<file path="config.mk">
export PLATFORM = sky130hd
export DESIGN_NAME = irrigation_pump_guard
export DESIGN_NICKNAME = d
export VERILOG_FILES = /design/src/design/ipg_pkg.sv /design/src/design/irrigation_pump_guard.sv
export VERILOG_INCLUDE_DIRS = /design/src /design/src/design
export SDC_FILE = /design/constraint.sdc
export NUM_CORES = 1
export LEC_CHECK = 0
export BUFFER_PORTS_ARGS = -buffer_cell sky130_fd_sc_hd__buf_2
export CORE_MARGIN = 4
export CORE_UTILIZATION = 40
export CTS_CLUSTER_SIZE = 28
export DETAILED_ROUTE_END_ITERATION = 8
export SYNTH_ARGS = -nofsm -noshare
export SYNTH_HDL_FRONTEND = slang
export SYNTH_SLANG_ARGS = --single-unit
</file>
<file path="constraint.sdc">
create_clock -name clk_i -period 20.4 [get_ports clk_i]
set_clock_uncertainty 0.05 [all_clocks]
set_input_delay 1.02 -clock clk_i [delete_from_list [all_inputs] [get_ports clk_i]]
set_output_delay 1.02 -clock clk_i [all_outputs]
set_load 0.005 [all_outputs]
</file>
<file path="src/design/irrigation_pump_guard_defines.svh">
// Assertion macros for the irrigation pump guard.
// Expects clk_i and rst_ni in the scope of the module that uses them.
`ifndef IRRIGATION_PUMP_GUARD_DEFINES_SVH
`define IRRIGATION_PUMP_GUARD_DEFINES_SVH

// Same-cycle implication, checked outside reset.
`define IPG_ASSERT_NOW(lbl, ante, cons, msg) \
  lbl: assert property (@(posedge clk_i) disable iff (!rst_ni) (ante) |-> (cons)) \
    else $error(msg);

// Next-cycle implication, checked outside reset.
`define IPG_ASSERT_NEXT(lbl, ante, cons, msg) \
  lbl: assert property (@(posedge clk_i) disable iff (!rst_ni) (ante) |=> (cons)) \
    else $error(msg);

`endif

</file>
<file path="src/design/ipg_pkg.sv">
// Package for the irrigation pump guard: command and register codes,
// register reset values and fixed limits. No dependencies.
`default_nettype none

package ipg_pkg;

  typedef enum logic [1:0] {
    CMD_NONE = 2'd0,
    CMD_ON   = 2'd1,
    CMD_OFF  = 2'd2
  } pump_cmd_e;

  typedef enum logic [2:0] {
    REG_SETPOINT   = 3'd0,
    REG_HYSTERESIS = 3'd1,
    REG_START_HOUR = 3'd2,
    REG_END_HOUR   = 3'd3,
    REG_SP_OFFSET  = 3'd4,
    REG_DAILY_LIM  = 3'd5,
    REG_RUN_LIM    = 3'd6,
    REG_HOLD_MS    = 3'd7
  } cfg_reg_e;

  localparam int unsigned AddrW = 5;
  localparam int unsigned DataW = 32;

  // 24 hour window span in ms
  localparam logic [31:0] WindowSpanMs = 32'd86_400_000;

  // setpoint clamp, tenths of a percent
  localparam logic signed [12:0] SetpMinTenths = 13'sd300;
  localparam logic signed [12:0] SetpMaxTenths = 13'sd900;

  localparam logic [6:0]  RstSetpoint   = 7'd65;
  localparam logic [5:0]  RstHysteresis = 6'd5;
  localparam logic [4:0]  RstStartHour  = 5'd7;
  localparam logic [4:0]  RstEndHour    = 5'd20;
  localparam logic [10:0] RstSpOffset   = 11'd0;
  localparam logic [26:0] RstDailyLim   = 27'd1_200_000;
  localparam logic [26:0] RstRunLim     = 27'd300_000;
  localparam logic [26:0] RstHoldMs     = 27'd300_000;

endpackage

`default_nettype wire

</file>
<file path="src/design/irrigation_pump_guard.sv">
// Irrigation pump guard top level: config registers, input stage, guard and
// hysteresis logic, result register. Uses ipg_pkg and the assertion header.
`default_nettype none

// irrigation_pump_guard
// Takes one beat per cycle unless in_stall_o is high: a control step or a
// manual pump request, with a millisecond timestamp, the actual pump state,
// a soil moisture reading and the hour of day. For every beat it returns
// one result beat with the pump command (none/on/off), the lockout flag,
// the runtime accumulated in the current 24 hour window and the manual
// hold flag. An accepted beat is registered in the input register and then
// moves on to the result register when that is empty or being drained.
// Throughput is one beat per cycle while the consumer does not stall. The
// guard state is updated in the same cycle that produces the result, so
// back-to-back beats see each other's effects. The input side stalls only
// while both the input and the result register hold beats and the result
// consumer stalls. Configuration goes through the APB port (byte address
// 4*index, always ready) and must be written while no beat is in flight.
module irrigation_pump_guard
  import ipg_pkg::*;
(
  input  wire logic              clk_i,
  input  wire logic              rst_ni,

  // config port
  input  wire logic              psel,
  input  wire logic              penable,
  input  wire logic              pwrite,
  input  wire logic [AddrW-1:0]  paddr,
  input  wire logic [DataW-1:0]  pwdata,
  output      logic [DataW-1:0]  prdata,
  output      logic              pready,

  // input channel
  input  wire logic              in_valid_i,
  output      logic              in_stall_o,
  input  wire logic              req_type_i,
  input  wire logic [31:0]       now_ms_i,
  input  wire logic              pump_running_i,
  input  wire logic              moisture_valid_i,
  input  wire logic [9:0]        soil_moisture_i,
  input  wire logic [4:0]        hour_of_day_i,

  // result channel
  output      logic              out_valid_o,
  input  wire logic              out_stall_i,
  output      logic [1:0]        pump_command_o,
  output      logic              pump_locked_o,
  output      logic [31:0]       window_runtime_ms_o,
  output      logic              manual_hold_active_o
);

`include "irrigation_pump_guard_defines.svh"

  // ---------------------------------------------------------------------
  // Configuration registers
  // ---------------------------------------------------------------------
  logic [6:0]  setpoint_q;
  logic [5:0]  hysteresis_q;
  logic [4:0]  start_hour_q;
  logic [4:0]  end_hour_q;
  logic [10:0] sp_offset_q;
  logic [26:0] daily_lim_q;
  logic [26:0] run_lim_q;
  logic [26:0] hold_ms_q;

  logic     cfg_wr;
  cfg_reg_e cfg_sel;

  assign pready  = 1'b1;
  assign cfg_wr  = psel && penable && pwrite && pready;
  assign cfg_sel = cfg_reg_e'(paddr[AddrW-1:2]);

  always_ff @(posedge clk_i or negedge rst_ni) begin
    if (!rst_ni) begin
      setpoint_q   <= RstSetpoint;
      hysteresis_q <= RstHysteresis;
      start_hour_q <= RstStartHour;
      end_hour_q   <= RstEndHour;
      sp_offset_q  <= RstSpOffset;
      daily_lim_q  <= RstDailyLim;
      run_lim_q    <= RstRunLim;
      hold_ms_q    <= RstHoldMs;
    end else if (cfg_wr) begin
      case (cfg_sel)
        REG_SETPOINT:   setpoint_q   <= pwdata[6:0];
        REG_HYSTERESIS: hysteresis_q <= pwdata[5:0];
        REG_START_HOUR: start_hour_q <= pwdata[4:0];
        REG_END_HOUR:   end_hour_q   <= pwdata[4:0];
        REG_SP_OFFSET:  sp_offset_q  <= pwdata[10:0];
        REG_DAILY_LIM:  daily_lim_q  <= pwdata[26:0];
        REG_RUN_LIM:    run_lim_q    <= pwdata[26:0];
        REG_HOLD_MS:    hold_ms_q    <= pwdata[26:0];
        default: ;
      endcase
    end
  end

  // Read back the raw register bits, zero extended.
  always_comb begin
    case (cfg_sel)
      REG_SETPOINT:   prdata = {25'd0, setpoint_q};
      REG_HYSTERESIS: prdata = {26'd0, hysteresis_q};
      REG_START_HOUR: prdata = {27'd0, start_hour_q};
      REG_END_HOUR:   prdata = {27'd0, end_hour_q};
      REG_SP_OFFSET:  prdata = {21'd0, sp_offset_q};
      REG_DAILY_LIM:  prdata = {5'd0, daily_lim_q};
      REG_RUN_LIM:    prdata = {5'd0, run_lim_q};
      REG_HOLD_MS:    prdata = {5'd0, hold_ms_q};
      default:        prdata = '0;
    endcase
  end

  // ---------------------------------------------------------------------
  // Flow control: the result register advances whenever it is empty or
  // being drained this cycle; the input register loads whenever it is
  // empty or its beat moves on.
  // ---------------------------------------------------------------------
  logic s1_valid_q;
  logic advance;
  logic in_take;

  assign advance    = !out_valid_o || !out_stall_i;
  assign in_stall_o = s1_valid_q && !advance;
  assign in_take    = in_valid_i && !in_stall_o;

  always_ff @(posedge clk_i or negedge rst_ni) begin
    if (!rst_ni) begin
      s1_valid_q <= 1'b0;
    end else if (!in_stall_o) begin
      s1_valid_q <= in_valid_i;
    end
  end

  // Input payload register; hold while stalled.
  logic        s1_req_q;
  logic [31:0] s1_now_q;
  logic        s1_pump_q;
  logic        s1_mvalid_q;
  logic [9:0]  s1_sm_q;
  logic [4:0]  s1_hour_q;

  always_ff @(posedge clk_i) begin
    if (in_take) begin
      s1_req_q    <= req_type_i;
      s1_now_q    <= now_ms_i;
      s1_pump_q   <= pump_running_i;
      s1_mvalid_q <= moisture_valid_i;
      s1_sm_q     <= soil_moisture_i;
      s1_hour_q   <= hour_of_day_i;
    end
  end

  logic s1_fire;
  assign s1_fire = s1_valid_q && advance;

  // ---------------------------------------------------------------------
  // Guard state
  // ---------------------------------------------------------------------
  logic [31:0] win_start_q, win_start_d;
  logic [31:0] last_upd_q,  last_upd_d;
  logic        last_pump_q, last_pump_d;
  logic [31:0] run_start_q, run_start_d;
  logic        lock_q,      lock_d;
  logic [31:0] accum_q,     accum_d;
  logic [31:0] man_until_q, man_until_d;

  // Window start: a zero start means not started, so seed everything.
  logic        win_fresh;
  logic [31:0] ws1, lu1, rs1;
  logic        lps1;
  logic [31:0] win_age;
  logic        win_expired;
  logic [31:0] ws2, acc2;
  logic        lock2;
  logic [31:0] dt;
  logic [32:0] acc_sum;
  logic [31:0] acc3;
  logic [31:0] rs3;
  logic [31:0] run_age;
  logic        over_daily, over_run;
  logic        lock3;

  always_comb begin
    win_fresh = (win_start_q == '0);
    ws1  = win_fresh ? s1_now_q  : win_start_q;
    lu1  = win_fresh ? s1_now_q  : last_upd_q;
    lps1 = win_fresh ? s1_pump_q : last_pump_q;
    rs1  = win_fresh ? (s1_pump_q ? s1_now_q : '0) : run_start_q;

    // Restart the window once it is older than a day.
    win_age     = s1_now_q - ws1;
    win_expired = win_age > WindowSpanMs;
    ws2   = win_expired ? s1_now_q : ws1;
    acc2  = win_expired ? '0 : accum_q;
    lock2 = win_expired ? 1'b0 : lock_q;

    // Add elapsed time while the pump was on; saturate on carry.
    dt      = s1_now_q - lu1;
    acc_sum = {1'b0, acc2} + {1'b0, dt};
    if (lps1) begin
      acc3 = acc_sum[32] ? '1 : acc_sum[31:0];
    end else begin
      acc3 = acc2;
    end

    rs3 = (s1_pump_q && !lps1) ? s1_now_q : rs1;

    run_age    = s1_now_q - rs3;
    over_daily = acc3 > {5'd0, daily_lim_q};
    over_run   = s1_pump_q && (rs3 != '0) && (run_age > {5'd0, run_lim_q});
    lock3      = lock2 || over_daily || over_run;
  end

  // ---------------------------------------------------------------------
  // Hysteresis around the clamped setpoint (tenths of a percent)
  // ---------------------------------------------------------------------
  logic signed [12:0] sp_raw, sp_clamped, hy, band_lo, band_hi, sm_s;
  logic               in_hours;

  always_comb begin
    sp_raw = $signed({2'b00, {4'd0, setpoint_q} * 11'd10})
           + $signed({{2{sp_offset_q[10]}}, sp_offset_q});
    if (sp_raw < SetpMinTenths) begin
      sp_clamped = SetpMinTenths;
    end else if (sp_raw > SetpMaxTenths) begin
      sp_clamped = SetpMaxTenths;
    end else begin
      sp_clamped = sp_raw;
    end
    hy      = $signed({3'b000, {4'd0, hysteresis_q} * 10'd10});
    band_lo = sp_clamped - hy;
    band_hi = sp_clamped + hy;
    sm_s    = $signed({3'b000, s1_sm_q});

    // Hour window; a start past the end wraps over midnight.
    if (start_hour_q == end_hour_q) begin
      in_hours = 1'b1;
    end else if (start_hour_q < end_hour_q) begin
      in_hours = (s1_hour_q >= start_hour_q) && (s1_hour_q < end_hour_q);
    end else begin
      in_hours = (s1_hour_q >= start_hour_q) || (s1_hour_q < end_hour_q);
    end
  end

  // ---------------------------------------------------------------------
  // Next state and result
  // ---------------------------------------------------------------------
  pump_cmd_e   cmd;
  logic        res_lock;
  logic [31:0] res_accum;
  logic        res_hold;
  logic        hold_now;

  // Plain unsigned compare against the hold end; a zero end is no hold.
  assign hold_now = (man_until_q != '0) && (s1_now_q < man_until_q);

  always_comb begin
    win_start_d = win_start_q;
    last_upd_d  = last_upd_q;
    last_pump_d = last_pump_q;
    run_start_d = run_start_q;
    lock_d      = lock_q;
    accum_d     = accum_q;
    man_until_d = man_until_q;
    cmd         = CMD_NONE;
    res_lock    = lock_q;
    res_accum   = accum_q;
    res_hold    = hold_now;

    if (s1_req_q) begin
      // Manual request: start the hold, leave the guard alone.
      man_until_d = s1_now_q + {5'd0, hold_ms_q};
      res_hold    = (man_until_d != '0) && (s1_now_q < man_until_d);
    end else begin
      win_start_d = ws2;
      last_upd_d  = s1_now_q;
      last_pump_d = s1_pump_q;
      run_start_d = rs3;
      lock_d      = lock3;
      accum_d     = acc3;
      res_lock    = lock3;
      res_accum   = acc3;

      if (lock3) begin
        cmd = s1_pump_q ? CMD_OFF : CMD_NONE;
      end else if (hold_now) begin
        cmd = CMD_NONE;
      end else if (!in_hours || !s1_mvalid_q) begin
        cmd = s1_pump_q ? CMD_OFF : CMD_NONE;
      end else if (!s1_pump_q && (sm_s < band_lo)) begin
        cmd = CMD_ON;
      end else if (s1_pump_q && (sm_s > band_hi)) begin
        cmd = CMD_OFF;
      end else begin
        cmd = CMD_NONE;
      end
    end
  end

  always_ff @(posedge clk_i or negedge rst_ni) begin
    if (!rst_ni) begin
      win_start_q <= '0;
      last_upd_q  <= '0;
      last_pump_q <= 1'b0;
      run_start_q <= '0;
      lock_q      <= 1'b0;
      accum_q     <= '0;
      man_until_q <= '0;
    end else if (s1_fire) begin
      win_start_q <= win_start_d;
      last_upd_q  <= last_upd_d;
      last_pump_q <= last_pump_d;
      run_start_q <= run_start_d;
      lock_q      <= lock_d;
      accum_q     <= accum_d;
      man_until_q <= man_until_d;
    end
  end

  // ---------------------------------------------------------------------
  // Result register: load on advance, hold while the consumer stalls.
  // ---------------------------------------------------------------------
  always_ff @(posedge clk_i or negedge rst_ni) begin
    if (!rst_ni) begin
      out_valid_o <= 1'b0;
    end else if (advance) begin
      out_valid_o <= s1_valid_q;
    end
  end

  always_ff @(posedge clk_i) begin
    if (s1_fire) begin
      pump_command_o       <= cmd;
      pump_locked_o        <= res_lock;
      window_runtime_ms_o  <= res_accum;
      manual_hold_active_o <= res_hold;
    end
  end

  // ---------------------------------------------------------------------
  // Assertions
  // ---------------------------------------------------------------------
  `IPG_ASSERT_NOW(a_lock_never_on, out_valid_o && pump_locked_o, pump_command_o != CMD_ON, "pump switched on while locked")
  `IPG_ASSERT_NOW(a_hold_quiet, out_valid_o && manual_hold_active_o && !pump_locked_o, pump_command_o == CMD_NONE, "command issued during manual hold")
  `IPG_ASSERT_NOW(a_stall_cause, in_stall_o, s1_valid_q && out_valid_o && out_stall_i, "input stalled without a full pipe")
  `IPG_ASSERT_NEXT(a_s1_kept, s1_valid_q && out_valid_o && out_stall_i, s1_valid_q, "input stage dropped a beat under stall")

endmodule

`default_nettype wire

</file>
==> reports/results.txt <==
Run status: finished, final reports clean
Register area share after synthesis: 33.0%
Grt total ovfl: 0
Largest family of logic cells by synthesized area: compound AO/OA/AOI/OAI gates
Maximum clock rate: 0.0736 GHz
RD Place Congestion: 0.880
Adder-cell share of the synthesized area: 15.3%
IO Count: 165
CTS Buffer Depth: 3
Post-layout util: 45.0%
CTS sink cnt: 365
Gate Count Post-Synth: 3327
Setup tns final: 0 ns
Simple-gate portion of the synthesized area: 16.9%
Most used cell, CP: o21a_1
Critical-path maximum fanout: 37
Drt pass-1 iters: 5
Clock Latency Late Sink: 0.61 ns
Most frequent cell after synthesis: nand2_1
Top cells by area, synth: dfrtp_1 (21%), ha_1 (15%), edfxtp_1 (8.9%)
Element type at the critical path start: flop
Cell area after synthesis: 29100 µm²
RSZ-0062 raised after global routing: false
Yosys warnings: 0
XOR/XNOR Fraction of Synth Area: 4.42%
Reg clk slew, reported paths: 0.06 ns
Post-synthesis mux area share: 4.97%
Post-CTS sizing: 0
Core Area: 71900 µm²
Fin Hold WS: 0.402 ns
Final period utilization: 66.6%
# rows: 98
Leakage Power: 14.9 nW
Post-DR wirelength/cell: 19.8 µm
Area Growth Syn to Fin: 11.1%
CP peak stage delay: 0.99 ns
Input/output buffers: 151
Max_cap viols: 0
Max-slew headroom: 21.7%
Yosys top cell area share: 21.1%
CP max stage cell: a2111oi_0
Largest net degree at the start of global routing: 165
Ys flop type: dfrtp_1
First-pass GRT wire length: 135000 µm
Initial core utilization: 40.5%
Largest area contributor in the netlist: dfrtp_1
Share of cells above drive strength 1: 11.8%
# H-tree levels: 2
Hold_buf cts: 0
Syn_area_per_cell: 8.75 µm²
Setup violators final: 0
Fraction of the mapped netlist area in compound gates: 20.9%
Min cycle time layout: 13.59 ns
Synth unique cells: 90
DRC marker count from the first detailed-route iteration: 1832
Die H: 278 µm
Req. time, crit path: 20.69 ns
Post-synth top cells: nand2_1 (385), ha_1 (340), o21ai_0 (254)
Fin. Hold Viols: 0
Routed via count: 24600
Die X: 278 µm
Die area: 77200 µm²
Yosys reg bits: 365
Post-synth EDFFs: 86
Pre-CTS setup slack: 7.01 ns
CP Capture Type: flop
Vias/cell: 5.55
Peak supply drop: 140 µV
Pwr dens: 120 nW/µm²
Critical path arrival: 13.88 ns
Post-CTS Setup Bufs: 0
WL final: 87500 µm
Filler instances: 7110
Drc violations: 0
Measured slew at the worst slew-check pin: 1.17 ns
# diodes: 0
GRT Resource Usage Total: 22.0%
Initial antenna violation count: 1
CTS root buf: clkbuf_16
Max Slew Vio Count: 0
Hold Crit Class: in2async
Total power: 3.89 mW
Total CTS buffers: 46
Dpl hpwl: 64900 µm
TritonCTS clock tree: built
Routed Antenna Nets: 0
Crit Path Class: reg2reg
Asr flop ratio synth: 76.4%
Nets: 3886
Number of global-route vias before repair: 23400
Setup ws final: 6.81 ns
==> sequential cells by signal (all words and copies together) (netlist names), 10 cells and up <==
register             cells
window_runtime_ms_o     32
sp_offset_q             11
win_start_q             32
run_lim_q               27
hold_ms_q               27
accum_q                 32
s1_sm_q                 10
man_until_q             32
daily_lim_q             27
last_upd_q              32
run_start_q             32
s1_now_q                32
==> cell usage in the layout, fill, tap and decap left out, types with 17 or more instances in the layout <==
cell type,instances
nor4_1,27
o21ai_1,52
inv_1,204
edfxtp_1,86
dfrtp_1,246
ha_1,340
nand4_1,53
a22oi_1,32
o22ai_1,33
nand3_1,52
or3_1,17
a21o_1,77
xnor2_1,101
xor2_1,46
a21oi_1,247
buf_4,38
and3_1,21
nand2_1,383
clkbuf_16,47
clkbuf_1,19
mux2i_1,39
dfstp_2,33
nor2_1,214
nor3_1,41
o21a_1,47
buf_2,150
o21ai_0,254
o21bai_1,31
and2_1,55
nand2b_1,63
mux2_2,70
a211oi_1,33
nor2b_1,56
o31ai_1,18
==> worst max-delay path, delay by kind of cell, from the launching register on <==
kind / cells / cell delay, ns
AO/OA/AOI/OAI: 29 / 7.50
AND/OR/NAND/NOR: 8 / 2.71
adder cells (fa/ha/maj): 4 / 1.32
multiplexers: 2 / 0.61
buffers and inverters: 3 / 0.61
flip-flops: 1 / 0.46
==> final cells by class <==
cell class	instances	area [µm²]	share of cell area (%)
Inverter	204	766	2.37
Timing Repair Buffer	190	1070	3.31
Sequential cell	365	9610	29.7
Clock buffer	72	1330	4.11
Multi-Input combinational cell	2635	18300	56.5
Clock inverter	13	113	0.348
Tap cell	950	1190	3.67
==> routing by layer <==
layer  up-vias  wire length [µm]  GRT usage [%]
met5         -                13              0
met4         2              2410           6.19
met3       108              5210           3.43
met2       647             38200           34.5
met1     11600             41600           31.6
li1      12300                 -              -
==> through the flow <==
step | instances | cell area [µm²]
floorplan | 3331 | 29100
global placement | 4344 | 30900
detailed placement | 4344 | 30900
CTS | 4429 | 32400
global route | 4429 | 32400
finish | 4429 | 32400
==> path summary, 6_finish.rpt <==
path	from	to	slack, ns	cells past startpoint
min	rst_ni	win_start_q[14]$_DFFE_PN0P_	0.40	1
max	win_start_q[2]$_DFFE_PN0P_	pump_locked_o$_DFFE_PP_	6.81	46
min reg2reg	run_start_q[25]$_DFFE_PN0P_	run_start_q[25]$_DFFE_PN0P_	0.42	2
max reg2reg	win_start_q[2]$_DFFE_PN0P_	pump_locked_o$_DFFE_PP_	6.81	46
min in group clk_i	run_start_q[25]$_DFFE_PN0P_	run_start_q[25]$_DFFE_PN0P_	0.42	2
max in group asynchronous	rst_ni	hold_ms_q[2]$_DFFE_PN0P_	18.23	2
==> logic make-up (layout without fill, tap and decap cells) <==
group | after synthesis | count (layout)
muxes | 122 | 122
DFF | 365 | 365
other | 2 | 6
buffers and inverters | 331 | 479
and+or+nand+nor | 1034 | 1034
xor gates and xnor gates | 147 | 147
AOI/OAI and AO/OA | 975 | 975
adders and majority gates | 351 | 351
==> where the power goes <==
group          switching [mW]  leakage [nW]  internal (mW)  total [mW]
sequential              0.132          4.25          0.926        1.06
clock                   0.346         0.702          0.451       0.796
combinational            1.17          9.95          0.867        2.04
total                    1.65          14.9           2.24        3.89
Note: power is estimated with default switching activity, not from simulation.
